--- src/hw/rtl/ded_pkg.sv ---
package ded_pkg;

   localparam int DATA_W   = 32;
   localparam int FUNC_W   = 3;
   localparam int POS_W    = 11;
   localparam int STATUS_W = 2;

   localparam logic [DATA_W-1:0] EMPTY_VALUE = {DATA_W{1'b1}};

   typedef enum logic [FUNC_W-1:0] {
      FN_PUSH_BACK  = 3'd0,
      FN_PUSH_FRONT = 3'd1,
      FN_POP_BACK   = 3'd2,
      FN_POP_FRONT  = 3'd3,
      FN_INSERT     = 3'd4,
      FN_ERASE      = 3'd5,
      FN_QUERY      = 3'd6
   } func_type;

   typedef enum logic [STATUS_W-1:0] {
      STAT_OK     = 2'd0,
      STAT_EMPTY  = 2'd1,
      STAT_FULL   = 2'd2,
      STAT_BADPOS = 2'd3
   } status_type;

   typedef enum logic [1:0] {
      CMD_HOLD = 2'd0,
      CMD_INS  = 2'd1,
      CMD_DEL  = 2'd2
   } cmd_kind_type;

   typedef struct packed {
      cmd_kind_type      kind;
      logic [DATA_W-1:0] value;
   } cell_cmd_type;

   typedef struct packed {
      logic [FUNC_W-1:0]        func;
      logic signed [DATA_W-1:0] item_value;
      logic [POS_W-1:0]         position;
   } req_type;

   typedef struct packed {
      logic [STATUS_W-1:0]      status;
      logic signed [DATA_W-1:0] front_value;
      logic signed [DATA_W-1:0] back_value;
      logic [POS_W-1:0]         element_count;
      logic                     is_empty;
   } rsp_type;

endpackage

--- src/hw/rtl/ded_ctrl.sv ---
module ded_ctrl import ded_pkg::*; #(
   parameter int CAPACITY = 1024,
   parameter int CW       = 11
) (
   input  logic          clock,
   input  logic          reset,
   input  logic          start,
   input  req_type       req,
   output logic          busy,
   output cell_cmd_type  cmd,
   output logic [CW-1:0] pos,
   output logic [CW-1:0] back_idx,
   output logic          load_rsp,
   output status_type    status,
   output logic [CW-1:0] count
);

   localparam int CMPW = (CW > POS_W) ? CW : POS_W;

   typedef enum logic [2:0] {
      ST_IDLE  = 3'b001,
      ST_SEL   = 3'b010,
      ST_MERGE = 3'b100
   } state_type;

   state_type    state_ff, state_in;
   logic [CW-1:0] count_ff, count_in;
   status_type   status_ff, status_in;

   logic            accept;
   logic            full;
   logic            empty;
   logic [CMPW-1:0] cnt_ext;
   logic [CMPW-1:0] pos_ext;
   cmd_kind_type    kind_dec;
   logic [CW-1:0]   pos_dec;
   status_type      status_dec;
   logic [CW-1:0]   count_dec;

   assign accept  = start && (state_ff == ST_IDLE);
   assign full    = (count_ff == CW'(CAPACITY));
   assign empty   = (count_ff == '0);
   assign cnt_ext = CMPW'(count_ff);
   assign pos_ext = CMPW'(req.position);

   always_comb begin
      kind_dec   = CMD_HOLD;
      pos_dec    = '0;
      status_dec = STAT_OK;
      count_dec  = count_ff;
      unique case (func_type'(req.func))
         FN_PUSH_BACK: begin
            if (full) begin
               status_dec = STAT_FULL;
            end else begin
               kind_dec  = CMD_INS;
               pos_dec   = count_ff;
               count_dec = count_ff + 1'b1;
            end
         end
         FN_PUSH_FRONT: begin
            if (full) begin
               status_dec = STAT_FULL;
            end else begin
               kind_dec  = CMD_INS;
               count_dec = count_ff + 1'b1;
            end
         end
         FN_POP_BACK: begin
            if (empty) begin
               status_dec = STAT_EMPTY;
            end else begin
               count_dec = count_ff - 1'b1;
            end
         end
         FN_POP_FRONT: begin
            if (empty) begin
               status_dec = STAT_EMPTY;
            end else begin
               kind_dec  = CMD_DEL;
               count_dec = count_ff - 1'b1;
            end
         end
         FN_INSERT: begin
            priority if (pos_ext > cnt_ext) begin
               status_dec = STAT_BADPOS;
            end else if (full) begin
               status_dec = STAT_FULL;
            end else begin
               kind_dec  = CMD_INS;
               pos_dec   = CW'(pos_ext);
               count_dec = count_ff + 1'b1;
            end
         end
         FN_ERASE: begin
            priority if (empty) begin
               status_dec = STAT_EMPTY;
            end else if (pos_ext >= cnt_ext) begin
               status_dec = STAT_BADPOS;
            end else begin
               kind_dec  = CMD_DEL;
               pos_dec   = CW'(pos_ext);
               count_dec = count_ff - 1'b1;
            end
         end
         default: begin
            status_dec = STAT_OK;
         end
      endcase
   end

   assign count_in  = accept ? count_dec : count_ff;
   assign status_in = accept ? status_dec : status_ff;

   always_comb begin
      unique case (state_ff)
         ST_IDLE:  state_in = accept ? ST_SEL : ST_IDLE;
         ST_SEL:   state_in = ST_MERGE;
         ST_MERGE: state_in = ST_IDLE;
         default:  state_in = ST_IDLE;
      endcase
   end

   always_ff @(posedge clock) begin
      if (reset) begin
         state_ff <= ST_IDLE;
         count_ff <= '0;
      end else begin
         state_ff <= state_in;
         count_ff <= count_in;
      end
   end

   always_ff @(posedge clock) begin
      status_ff <= status_in;
   end

   assign busy      = (state_ff != ST_IDLE);
   assign cmd.kind  = accept ? kind_dec : CMD_HOLD;
   assign cmd.value = req.item_value;
   assign pos       = pos_dec;
   assign back_idx  = count_ff - 1'b1;
   assign load_rsp  = (state_ff == ST_MERGE);
   assign status    = status_ff;
   assign count     = count_ff;

endmodule

--- config.mk ---
export PLATFORM = sky130hd
export DESIGN_NAME = ded_ctrl
export DESIGN_NICKNAME = d
export VERILOG_FILES = /design/src/hw/rtl/ded_pkg.sv /design/src/hw/rtl/ded_ctrl.sv
export SDC_FILE = /design/constraint.sdc
export NUM_CORES = 1
export LEC_CHECK = 0
export BUFFER_PORTS_ARGS = -buffer_cell sky130_fd_sc_hd__buf_2
export CAP_MARGIN = 20
export CORE_MARGIN = 4
export CORE_UTILIZATION = 40
export DETAILED_ROUTE_END_ITERATION = 6
export HOLD_SLACK_MARGIN = 0.03
export PLACE_DENSITY = 0.75
export REMOVE_ABC_BUFFERS = 1
export SYNTH_ARGS = -nofsm -noshare
export SYNTH_HDL_FRONTEND = slang
export SYNTH_SLANG_ARGS = --single-unit
--- constraint.sdc ---
create_clock -name clock -period 2.5 [get_ports clock]
set_input_delay 0.25 -clock clock [delete_from_list [all_inputs] [get_ports clock]]
set_output_delay 0.25 -clock clock [all_outputs]
set_load 0.005 [all_outputs]
==> out/metrics.cfg <==
[finish]
regArea_sq_um = 347
nets = 354
nFillCells = 469
syn2layout_area_growth_pct = 22.2
multi_input_area_sq_um = 1390
drive_gt1_share_pct = 43.4
utilization_pct = 50.6
antenna-diode-count = 0
fin_cells = 357

[place]
dp_worst_setup_slack_ns = 0.165
port_buffers = 55
dp.cells = 347
gp_congestion = 0.887
dp_hpwl_mm = 5.34

[timing]
tightest_slew_ns = 0.495
fin_crit_sh_pct = 97.9
finalHoldViolCount = 0
fin_crit_ns = 2.45
max_freq_ghz = 0.409
holdWs_ns = 0.333
worst_clock_skew_ns = 0.00127
setup_viol = 0
max_slew_margin_pct = 67.0
worst_slack_ns = 0.0534
final-max-slew-violation-count = 0

[routing]
antenna_left = 0
via_per_inst = 5.83
drt_first_pass_iters = 4
drcViolationCount = 0
first_iter_violations = 226
drt_wl_total_mm = 7.18
routedWlPerCell_microns = 20.1
routed-via-count = 2082

[cts]
clk_pin_slew_ns = 0.06
cts_tree = done
clk_path_buf_depth = 2
cts_buffers = 3
cts_hold_buf = 0
insertion_delay_ns = 0.25
root_buffer = clkbuf_8
cts.sinks = 16
cts-htree-levels = 1

[die]
initial_core_util_pct = 41.4
die_w_microns = 78.2
core-area_sq_um = 4750
ios = 120
die_h_microns = 78.2
row_count = 25
die_area_sq_um = 6110

[synthesis]
yosysMostFrequentCell = buf_4
synth-edff-count = 2
synth_top_cell_area_share_pct = 14.2
ys_seq_elements = 16
synth_cells = 250
synth_compound_area_share_pct = 21.4
ys_warn_count = 0
synth-main-ff-cell = dfxtp_1
synthTopCellsByArea = dfxtp_1, buf_4, ha_1
synth_adder_area_share_pct = 8.89
ys_types = 63
synth.cells.most_frequent = buf_4, nor2_1, nand2_1, inv_1
synth-xor-area-share_pct = 4.83
yosys.area_share.simple_pct = 26.0
synth_top_family_by_area = simple AND/OR/NAND/NOR gates
syn_area_per_cell_sq_um = 7.88
ys_seq_area_share_pct = 17.3
syn_area_sq_um = 1970
async_flop_share_pct = 0
yosysTopAreaCell = dfxtp_1
synth.area.mux_share_pct = 2.22

[global_route]
antenna_found_initial = 0
grt_pass1_wl_mm = 10.5
overflow = 0
grt_max_degree = 16
grt_pass1_vias = 1946
gr-usage-all-layers_pct = 22.1

[status]
status = completed

[worst_setup_path]
r2r_cells = 10
slowest_delay_ns = 0.32
crit_path_start = count[5]
crit_fanout = 8
critPathKind = flip-flop to output port
r2r-start = count[1]
r2r_slack_ns = 0.18
cpMaxStageDelayCell = dfxtp_2
r2r-end = count[10]
required_ns = 2.25
start_kind = flip-flop
crit_chain = buf_4 > nor4_4 > and4_4 > a21oi_2 > a32oi_2 > nor2_2 > buf_6 > a22o_1 > buf_2
end_kind = output port
cp_data_arrival_time_ns = 2.20

[pwr]
vdd.ir_drop.worst_mv = 0.217
powerDensity_nw_per_um2 = 466
total_power_mw = 1.12
p_leak_nw = 1.07

[worst_hold_path]
holdPathEnd = count[0]
worstHoldStart = reset
hp-class = primary input to flip-flop
min_path_cells = 2

[job]
drv_cap = 0

==> area by class of cell <==
class	count	area share, %
clock buffer	4	1.87
inverter	16	2.49
multi-input combinational	173	57.9
sequential	16	14.4
tap	67	3.48
timing repair buffer	81	19.9
==> cells in the final DEF, fill, tap and decap left out, types with 4 or more instances in the layout <==
| cell | instances |
|---|---|
| o21ai_1 | 6 |
| nand2_1 | 16 |
| nor3_1 | 6 |
| a22o_1 | 7 |
| or3_1 | 4 |
| o31ai_1 | 5 |
| ha_4 | 8 |
| buf_4 | 24 |
| dfxtp_1 | 9 |
| ha_1 | 6 |
| and3_1 | 4 |
| nand3_1 | 6 |
| nor2_1 | 16 |
| dfxtp_2 | 5 |
| buf_2 | 55 |
| xnor2_1 | 8 |
| inv_1 | 9 |
| inv_2 | 7 |
| o21ai_0 | 4 |
| a211oi_1 | 4 |
| a21oi_1 | 8 |
| nand4_1 | 5 |
==> timing repair <==
action | in CTS | in global routing
resized for setup | 6 | 28
pin swaps | 4 | 8
setup endpoints to repair | 11 | 18
buffers inserted | 2 | 4
==> cell families (layout without fill, tap and decap cells) <==
logic type	after synthesis	count (layout)
compound gates	58	58
xor+xnor	10	10
fa+ha+maj	14	14
buf+inv	61	101
flops	16	16
mux	4	4
simple gates	87	87
==> worst max-delay path by stage <==
stage	endpoint	slack [ns]	cells past startpoint
finish	pos[6]	0.05	9
global route	pos[6]	-0.05	10
CTS	pos[6]	0.007	9
detailed placement	count[7]	0.16	9
global placement	pos[6]	0.19	9
floorplan	count[3]	-0.04	8
==> stage by stage <==
stage               setup TNS, ns  instance area, sq um
floorplan                 -0.0883                  1650
global placement                0                  2160
detailed placement              0                  2160
CTS                             0                  2260
global route               -0.333                  2410
finish                          0                  2410
==> where the power goes <==
part / switching [mW] / internal (mW) / total [mW]
registers: 0.0105 / 0.281 / 0.291
logic: 0.335 / 0.289 / 0.624
clock network: 0.0945 / 0.113 / 0.208
total: 0.440 / 0.683 / 1.12
==> critical path, delay by kind of cell, from the launching register on <==
| kind | cells | cell delay (ns) |
|---|---|---|
| AND/OR/NAND/NOR | 3 | 0.68 |
| AO/OA/AOI/OAI | 3 | 0.49 |
| buffers and inverters | 3 | 0.43 |
| flip-flops | 1 | 0.32 |
==> registers in the layout, indices dropped and copies added, names as in the netlist <==
register	flops
state_ff	3
count	11
status	2
==> per-layer routing <==
layer	track usage, %	vias to the layer above	routed length [microns]	share of wire [%]
met2	31.1	126	3060	43
met4	3.85	2	93	1.3
met3	10.9	15	920	13
met5	5.45	-	38	0.53
li1	-	958	-	-
met1	30.1	981	3070	43
(Power assumes the default switching activity.)
