### config.mk
export PLATFORM = sky130hd
export DESIGN_NAME = ded_cell
export DESIGN_NICKNAME = d
export VERILOG_FILES = /design/src/hw/rtl/ded_pkg.sv /design/src/hw/rtl/ded_cell.sv
export SDC_FILE = /design/constraint.sdc
export NUM_CORES = 1
export LEC_CHECK = 0
export BUFFER_PORTS_ARGS = -buffer_cell sky130_fd_sc_hd__buf_2
export CORE_ASPECT_RATIO = 1.5
export CORE_MARGIN = 2
export CORE_UTILIZATION = 38
export CTS_CLUSTER_SIZE = 12
export DETAILED_ROUTE_END_ITERATION = 7
export PLACE_DENSITY_LB_ADDON = 0.3
export SYNTH_ARGS = -nofsm -noshare
export SYNTH_HDL_FRONTEND = slang
export SYNTH_SLANG_ARGS = --single-unit
### constraint.sdc
create_clock -name clock -period 2 [get_ports clock]
set_input_delay 0.1 -clock clock [delete_from_list [all_inputs] [get_ports clock]]
set_output_delay 0.1 -clock clock [all_outputs]
set_load 0.05 [all_outputs]
### src/hw/rtl/ded_pkg.sv
package ded_pkg;

   localparam int DATA_W   = 32;
   localparam int FUNC_W   = 3;
   localparam int POS_W    = 11;
   localparam int STATUS_W = 2;

   localparam logic [DATA_W-1:0] EMPTY_VALUE = {DATA_W{1'b1}};

   typedef enum logic [FUNC_W-1:0] {
      FN_PUSH_BACK  = 3'd0,
      FN_PUSH_FRONT = 3'd1,
      FN_POP_BACK   = 3'd2,
      FN_POP_FRONT  = 3'd3,
      FN_INSERT     = 3'd4,
      FN_ERASE      = 3'd5,
      FN_QUERY      = 3'd6
   } func_type;

   typedef enum logic [STATUS_W-1:0] {
      STAT_OK     = 2'd0,
      STAT_EMPTY  = 2'd1,
      STAT_FULL   = 2'd2,
      STAT_BADPOS = 2'd3
   } status_type;

   typedef enum logic [1:0] {
      CMD_HOLD = 2'd0,
      CMD_INS  = 2'd1,
      CMD_DEL  = 2'd2
   } cmd_kind_type;

   typedef struct packed {
      cmd_kind_type      kind;
      logic [DATA_W-1:0] value;
   } cell_cmd_type;

   typedef struct packed {
      logic [FUNC_W-1:0]        func;
      logic signed [DATA_W-1:0] item_value;
      logic [POS_W-1:0]         position;
   } req_type;

   typedef struct packed {
      logic [STATUS_W-1:0]      status;
      logic signed [DATA_W-1:0] front_value;
      logic signed [DATA_W-1:0] back_value;
      logic [POS_W-1:0]         element_count;
      logic                     is_empty;
   } rsp_type;

endpackage

### src/hw/rtl/ded_cell.sv
module ded_cell import ded_pkg::*; #(
   parameter int INDEX = 0,
   parameter int CW    = 11
) (
   input  logic              clock,
   input  cell_cmd_type      cmd,
   input  logic [CW-1:0]     pos,
   input  logic [CW-1:0]     back_idx,
   input  logic [DATA_W-1:0] left_data,
   input  logic [DATA_W-1:0] right_data,
   output logic [DATA_W-1:0] data,
   output logic [DATA_W-1:0] sel_data
);

   localparam logic [CW-1:0] IDX = CW'(INDEX);

   logic [DATA_W-1:0] data_ff;
   logic [DATA_W-1:0] data_in;

   always_comb begin
      data_in = data_ff;
      unique case (cmd.kind)
         CMD_INS: begin
            // open a gap at pos: later words move one cell toward the back
            if (IDX > pos) begin
               data_in = left_data;
            end else if (IDX == pos) begin
               data_in = cmd.value;
            end
         end
         CMD_DEL: begin
            // close the gap at pos: later words move one cell toward the front
            if (IDX >= pos) begin
               data_in = right_data;
            end
         end
         default: begin
            data_in = data_ff;
         end
      endcase
   end

   always_ff @(posedge clock) begin
      data_ff <= data_in;
   end

   assign data     = data_ff;
   assign sel_data = (IDX == back_idx) ? data_ff : '0;

endmodule

==> metrics, run 1 <==
Resize count post-CTS=0; top-area cell type share of the netlist area=45.99%; Critical Path Source Type=input pin; origin of the worst setup path=back_idx[1]; vias per cell=4.673; instance area after placement=0.002892 mm2; worst-case headroom to the max-slew limit=81.09%; initial drt markers=28; area of all placed cells without fillers=0.002998 mm2; signed area change from the synthesized netlist to the final layout=43.47%; Synth Register Bits=32; total grt overflow=0; worst slack at placement=0.1855 ns; final hold slack=0.1196 ns; register area share after synthesis=45.99%; total setup violations reported at the end of the flow=0; leakage power=0.001409 uW; first-pass iteration count of the detailed router=4; Syn Inst Count=156; diodes inserted=0; PD cells=702.1 mW/mm2; final critical-path required period=1.807 ns; clock tree from TritonCTS=done; outcome=completed; Post-Route WL=4906 um; top cells by area in the synthesized netlist=edfxtp_1 (46%), mux2_2 (17%), nor4_2 (16%), inv_1 (6.1%), nor4_4 (3.1%); number of distinct library cell variants in the gate-level netlist after synthesis=19; number of antenna violations at the first check in global routing=0; pin count of the biggest net entering global routing=33; IO buf count=152; maximum root-to-sink buffer count=2; worst vdd ir=463.4 uV; fraction of final layout cells with drive strength greater than 1=75.16%; vertical die dimension=94.82 um; final period utilization=90.36%; Worst Path Class, Setup=input pin to primary output; vias=1757; arrival time of the worst setup path=1.71 ns; HP Class=input pin to flip-flop; initial standard-cell utilization of the core=38.93%; number of hold-repair buffers added at the cts stage=0; chip width=64.55 um; vias in the first global route=1656; H-tree level count=2; total design power=2105 uW; setup fix buffers added after clock tree synthesis=0; cell count of the worst hold path=2; fin. max-slew vios=0; RSZ-0062 raised after global routing=no; number of filler instances in the final layout=474; library cell occupying the most area in the post-synthesis netlist=edfxtp_1; first-pass GRT wire length=7693 um; final standard cell utilization of the core=55.85%; number of remaining DRC errors=0; largest driver fanout on the critical path=30; Antenna Nets Post-Route=0; total clock buffers created by CTS=5; number of flip-flops under the largest register name=32; Final WS setup=0.1928 ns; area of the core=0.005368 mm2; fmax=0.5533 GHz; top-level port count=185; total number of clock tree sinks=32; Net Count, Synth=279; number of max-cap violations=0; final net count=428; clock-pin slew reported for the worst setup and hold paths after clock tree synthesis=0.06 ns; all-layer global routing usage=16.46%; half-perimeter wire length after placement=3765 um; hold path startpoint=right_data[31]; Root Buffer Master=clkbuf_8; final hold violation count=0; endpoint kind of the worst setup timing path=primary output; Worst Hold Path EP=data[31]; required time worst endpoint=1.90 ns; post-synthesis instance area=0.002090 mm2; synthesized area per cell=13.39 um2; synth warn=0; Row Count=33; global placement routability congestion=0.7693; final routed wire length divided by cell count=13.05 um; transition time at the pin with the least slew margin=0.2836 ns; Die Footprint=0.006120 mm2
[power by group]
group / leakage, uW / switching, uW / internal, uW
Sequential: 0.000302 / 36.4 / 839
Clock: 0.0000532 / 227 / 362
Combinational: 0.00105 / 447 / 193
Total: 0.00141 / 711 / 1390
[synth_stat cells]
library cell,count
a31o_2,1
buf_1,3
buf_12,3
buf_2,1
buf_6,3
clkbuf_1,4
clkbuf_2,1
clkbuf_8,1
edfxtp_1,32
ha_1,2
inv_1,34
mux2_2,32
nor3_1,1
nor4_1,5
nor4_2,27
nor4_4,3
or3_1,1
or4_1,1
or4_4,1
[cell type report]
class                           count  area [um2]  area share, %
Sequential cell                    32       960.9          32.05
Multi-Input combinational cell     74       859.6          28.67
Timing Repair Buffer              158       855.8          28.55
Inverter                           34       127.6          4.257
Tap cell                           70       87.58          2.922
Clock buffer                        5       68.82          2.295
Clock inverter                      3       37.54          1.252
[worst max-delay path: stages]
cell and delay, ns:
buf_2 0.09, or4_2 0.73, buf_12 0.23, nor4_2 0.23, buf_2 0.31
[logic make-up after synthesis]
logic type,count (synthesis),synth area share [%]
buffers and inverters,50,12.99
AND/OR/NAND/NOR,39,22.16
multiplexers,32,17.25
flip-flops,32,45.99
adder cells (fa/ha/maj),2,1.197
AO/OA/AOI/OAI,1,0.4192
[placed cells by master (no fill, tap or decap)]
| cell type | netlist | final |
|---|---|---|
| nor4_1 | 5 | 5 |
| clkbuf_8 | 1 | 5 |
| buf_2 | 1 | 152 |
| or4_4 | 1 | 1 |
| nor3_1 | 1 | 1 |
| edfxtp_1 | 32 | 32 |
| a31o_2 | 1 | 1 |
| bufinv_16 | 0 | 1 |
| nor4_2 | 27 | 27 |
| or4_2 | 0 | 1 |
| ha_1 | 2 | 2 |
| buf_12 | 3 | 4 |
| nor4_4 | 3 | 3 |
| inv_1 | 34 | 34 |
| clkinv_1 | 0 | 2 |
| or3_2 | 0 | 1 |
| buf_4 | 0 | 2 |
| mux2_2 | 32 | 32 |
[worst max path at each step]
stage / slack (ns) / cells past startpoint / end
global route: 0.11 / 5 / sel_data[19]
CTS: 0.18 / 5 / sel_data[30]
detailed placement: 0.19 / 5 / sel_data[30]
global placement: 0.19 / 5 / sel_data[15]
finish: 0.19 / 5 / sel_data[30]
floorplan: -0.40 / 3 / sel_data[0]
[per-stage QoR]
step           std cells  TNS (ns)
5_1_grt              376         0
3_5_place_dp         368         0
3_3_place_gp         368         0
2_1_floorplan        156   -0.8091
6_report             376         0
4_1_cts              376         0
[layer usage]
metal,global-route usage (%),up-vias,wire length (um)
li1,-,861,-
met1,17.30,787,1669
met2,29.51,100,2621
met3,5.602,9,524
met4,7.270,0,90
met5,0,-,0
Note: power is estimated with default switching activity, not from simulation.
==> run 2, diff against run 1 <==
==> constraint.sdc (replaced) <==
create_clock -name clock -period 1.7 [get_ports clock]
set_input_delay 0.51 -clock clock [delete_from_list [all_inputs] [get_ports clock]]
set_output_delay 0.51 -clock clock [all_outputs]
set_load 0.05 [all_outputs]
==> run 2 against run 1 <==
Compared with the run above:
- largest power group unchanged
- the flow now finishes with violations (negative setup slack)
- critical endpoint is now sel_data[27]
- highest routed layer unchanged
- non-clock buffer count is 8 higher
- cell area is 21% higher
- wire length is 13% higher
- worst setup slack worse by 0.91 ns
==> metrics, run 2 (synthesis gave the netlist of run 1 again) <==
H-tree level count=2; global placement routability congestion=0.7005; Worst Hold Path EP=data[9]; vias per cell=4.728; outcome=complete, but fails checks; largest driver fanout on the critical path=23; vias=1811; Antenna Nets Post-Route=0; first-pass GRT wire length=8100 um; Die Footprint=0.006120 mm2; Critical Path Source Type=input pin; hold path startpoint=cmd[9]; Row Count=33; pin count of the biggest net entering global routing=25; maximum root-to-sink buffer count=2; area of the core=0.005368 mm2; fmax=0.4143 GHz; final routed wire length divided by cell count=14.44 um; initial drt markers=38; chip width=64.55 um; first-pass iteration count of the detailed router=4; final period utilization=142.0%; fin. max-slew vios=0; most common cell after layout, fill and taps aside=buf_2; total grt overflow=0; total number of clock tree sinks=32; arrival time of the worst setup path=1.90 ns; final critical-path required period=2.414 ns; IO buf count=152; signed area change from the synthesized netlist to the final layout=74.31%; most frequent cells in the layout=buf_2 (119), inv_1 (33), buf_6 (33); number of filler instances in the final layout=403; number of max-cap violations=0; number of remaining DRC errors=0; fraction of final layout cells with drive strength greater than 1=77.96%; leakage power=0.001686 uW; clock-pin slew reported for the worst setup and hold paths after clock tree synthesis=0.06 ns; number of flip-flops under the largest register name=32; all-layer global routing usage=17.47%; vias in the first global route=1804; required time worst endpoint=1.19 ns; Final WS setup=-0.7137 ns; cell count of the worst hold path=2; total setup violations reported at the end of the flow=32; setup fix buffers added after clock tree synthesis=0; vertical die dimension=94.82 um; endpoint kind of the worst setup timing path=primary output; final net count=436; initial standard-cell utilization of the core=38.93%; total clock buffers created by CTS=5; diodes inserted=0; number of antenna violations at the first check in global routing=0; RSZ-0062 raised after global routing=yes; transition time at the pin with the least slew margin=0.3988 ns; final hold violation count=0; PD cells=666.7 mW/mm2; Root Buffer Master=clkbuf_8; half-perimeter wire length after placement=4321 um; worst-case headroom to the max-slew limit=73.17%; worst slack at placement=-0.7984 ns; clock tree from TritonCTS=done; Post-Route WL=5531 um; violated checks=negative setup slack; HP Class=input pin to flip-flop; top-level port count=185; total design power=2428 uW; worst vdd ir=502.6 uV; Worst Path Class, Setup=input pin to primary output
run 2: changes by cell type in the layout (fill, tap and decap cells not counted), sizes merged:
| cell | previous run | this run |
|---|---|---|
| buf | 158 | 165 |
| bufinv | 1 | 0 |
| clkbuf | 5 | 7 |
| clkinv | 2 | 1 |
run 2: where the power goes:
part	switching [uW]	total, uW	internal, uW
Clock	248	525	277
Combinational	596	866	271
Sequential	48.2	1040	989
Total	892	2430	1540
run 2: layer usage:
layer | track usage, % | wire (um)
met1 | 18.91 | 1944
met4 | 5.851 | 60
met2 | 33.33 | 3200
met3 | 3.576 | 325
met5 | 0 | 0
run 2: worst max path at each step:
stage                startpoint  cells past startpoint      endpoint  slack [ns]
floorplan           back_idx[5]                      4  sel_data[12]       -0.80
CTS                 back_idx[5]                      5  sel_data[27]       -0.72
detailed placement  back_idx[5]                      5  sel_data[27]       -0.80
finish              back_idx[5]                      5  sel_data[27]       -0.71
global placement    back_idx[5]                      5  sel_data[30]       -0.78
global route        back_idx[5]                      5  sel_data[27]       -0.74
run 2: what timing repair did:
action / in CTS / in global routing
setup endpoints to repair: 32 / 32
hold buffers: 0 / 0
gates cloned: 0 / 1
resized for setup: 64 / 2
pin swaps: 0 / 2
run 2: area by class of cell:
class                      count  area [um2]  area share (%)
clock buffer                   6       72.57           1.992
multi-input combinational     74        1171           32.15
tap                           70       87.58           2.405
inverter                      34       135.1           3.710
clock inverter                 1       5.005          0.1374
sequential                    32       960.9           26.38
timing repair buffer         166        1210           33.22
run 2: per-stage QoR:
step | cell area, um2 | instances | hold WS, ns | utilization, % | setup TNS, ns
final | 3642 | 383 | 0.5363 | 67.86 | -21.56
after global routing | 3642 | 383 | 0.5185 | 67.86 | -22.80
after CTS | 3603 | 382 | 0.5273 | 67.13 | -21.67
after detailed placement | 3326 | 375 | 0.8140 | 61.96 | -26.33
after global placement | 3326 | 375 | 0.8123 | 61.96 | -25.02
after floorplan | 2470 | 156 | 0.7298 | - | -26.29
run 2: worst max-delay path: stages:
cell	delay, ns
buf_2	0.10
or4_4	0.55
buf_12	0.22
nor4_4	0.31
buf_6	0.20
==> run 3, diff against run 2 <==
CAP_MARGIN = 20   (was default)
SKIP_CTS_REPAIR_TIMING = 1   (was default)
==> run 3 against run 2 <==
Compared with the run above:
- the flow still finishes with violations (negative setup slack)
- count of clock-buffer cells in the layout stayed put
- global-route usage is 0.90 points lower
- utilization is 0.65 points lower
- worst hold slack hardly changed
- via count is 0.55% lower
- first-iteration DRC count is 18% lower
- wire length is 2.6% lower
- maximum frequency is 0.16% lower
- total power is 0.29% lower
- critical path type unchanged
- largest cell class unchanged
- largest power group unchanged
==> metrics, run 3 (synthesis gave the netlist of run 1 again) <==
top-level port count=185; PD cells=671.3 mW/mm2; Die Footprint=0.006120 mm2; leakage power=0.001668 uW; Row Count=33; chip width=64.55 um; number of remaining DRC errors=0; endpoint kind of the worst setup timing path=primary output; initial standard-cell utilization of the core=38.93%; required time worst endpoint=1.19 ns; total clock buffers created by CTS=5; final critical-path required period=2.418 ns; number of filler instances in the final layout=413; violated checks=negative setup slack; origin of the worst setup path=back_idx[5]; worst-case headroom to the max-slew limit=73.17%; Worst Path Class, Setup=input pin to primary output; number of flip-flops under the largest register name=32; final period utilization=142.2%; Critical Path Source Type=input pin; maximum root-to-sink buffer count=2; worst setup path endpoint=sel_data[27]; pin count of the biggest net entering global routing=25; RSZ-0062 raised after global routing=yes; arrival time of the worst setup path=1.91 ns; vias in the first global route=1754; final routed wire length divided by cell count=14.11 um; first-pass iteration count of the detailed router=4; outcome=complete, but fails checks; most common cell after layout, fill and taps aside=buf_2; all-layer global routing usage=16.57%; Root Buffer Master=clkbuf_8; transition time at the pin with the least slew margin=0.3988 ns; Post-Route WL=5389 um; first-pass GRT wire length=7693 um; initial drt markers=31; half-perimeter wire length after placement=4321 um; largest driver fanout on the critical path=23; most frequent cells in the layout=buf_2 (120), inv_1 (33), buf_6 (33); vias per cell=4.715; setup tns final=-21.23 ns; Final WS setup=-0.7176 ns; area of the core=0.005368 mm2; Antenna Nets Post-Route=0; vertical die dimension=94.82 um; total number of clock tree sinks=32; HP Class=input pin to flip-flop; fmax=0.4136 GHz; final hold slack=0.5364 ns; fraction of final layout cells with drive strength greater than 1=77.88%; clock-pin slew reported for the worst setup and hold paths after clock tree synthesis=0.06 ns; number of max-cap violations=0; H-tree level count=2; IO buf count=152; fin. max-slew vios=0; total setup violations reported at the end of the flow=32; total grt overflow=0; number of antenna violations at the first check in global routing=0; global placement routability congestion=0.7005; worst vdd ir=502.2 uV; final net count=435; vias=1801; clock tree from TritonCTS=done; signed area change from the synthesized netlist to the final layout=72.63%; diodes inserted=0; final hold violation count=0
[run 3: cell count changes in the layout (fill, tap and decap cells not counted)]
cell / change
buf_12: +1
buf_16: -1
buf_2: +1
buf_4: -1
clkbuf_16: -1
[run 3: worst min-delay path by stage]
stage               end      startpoint  cells after the start
2_1_floorplan  data[22]         cmd[22]                      1
5_1_grt        data[17]         cmd[17]                      2
3_3_place_gp   data[10]  right_data[10]                      2
6_report        data[9]          cmd[9]                      2
3_5_place_dp    data[9]          cmd[9]                      2
4_1_cts         data[9]          cmd[9]                      2
[run 3: worst max-delay path, cell delays in order]
cell and delay, ns:
buf_2 0.10, or4_4 0.55, buf_12 0.22, nor4_4 0.31, buf_6 0.20
[run 3: power by group]
part / internal (uW) / switching [uW] / total (uW)
combinational: 266 / 594 / 860
sequential: 988 / 47.6 / 1040
clock: 277 / 247 / 525
[run 3: final cells by class]
type	instances	area [um2]	area share, %
Timing Repair Buffer	165	1175	32.57
Multi-Input combinational cell	74	1171	32.47
Sequential cell	32	960.9	26.64
Inverter	34	135.1	3.746
Tap cell	70	87.58	2.428
Clock buffer	6	72.57	2.012
Clock inverter	1	5.005	0.1387
[run 3: layer usage]
layer	up-vias	global-route usage, %	part of all wire (%)
met4	0	5.851	1.1
met2	85	31.60	57
li1	880	-	-
met1	832	17.69	35
met5	-	0	0
met3	4	3.576	6.3
[run 3: through the flow]
step                setup slack (ns)  total power, uW  instance area [um2]  instances  util [%]
finish                       -0.7176             2421                 3607        382     67.20
global route                 -0.7493             2539                 3607        382     67.20
CTS                          -0.8035             2453                 3403        382     63.40
detailed placement           -0.7984             1918                 3326        375     61.96
global placement             -0.7838             1906                 3326        375     61.96
floorplan                    -0.7999             1659                 2470        156         -
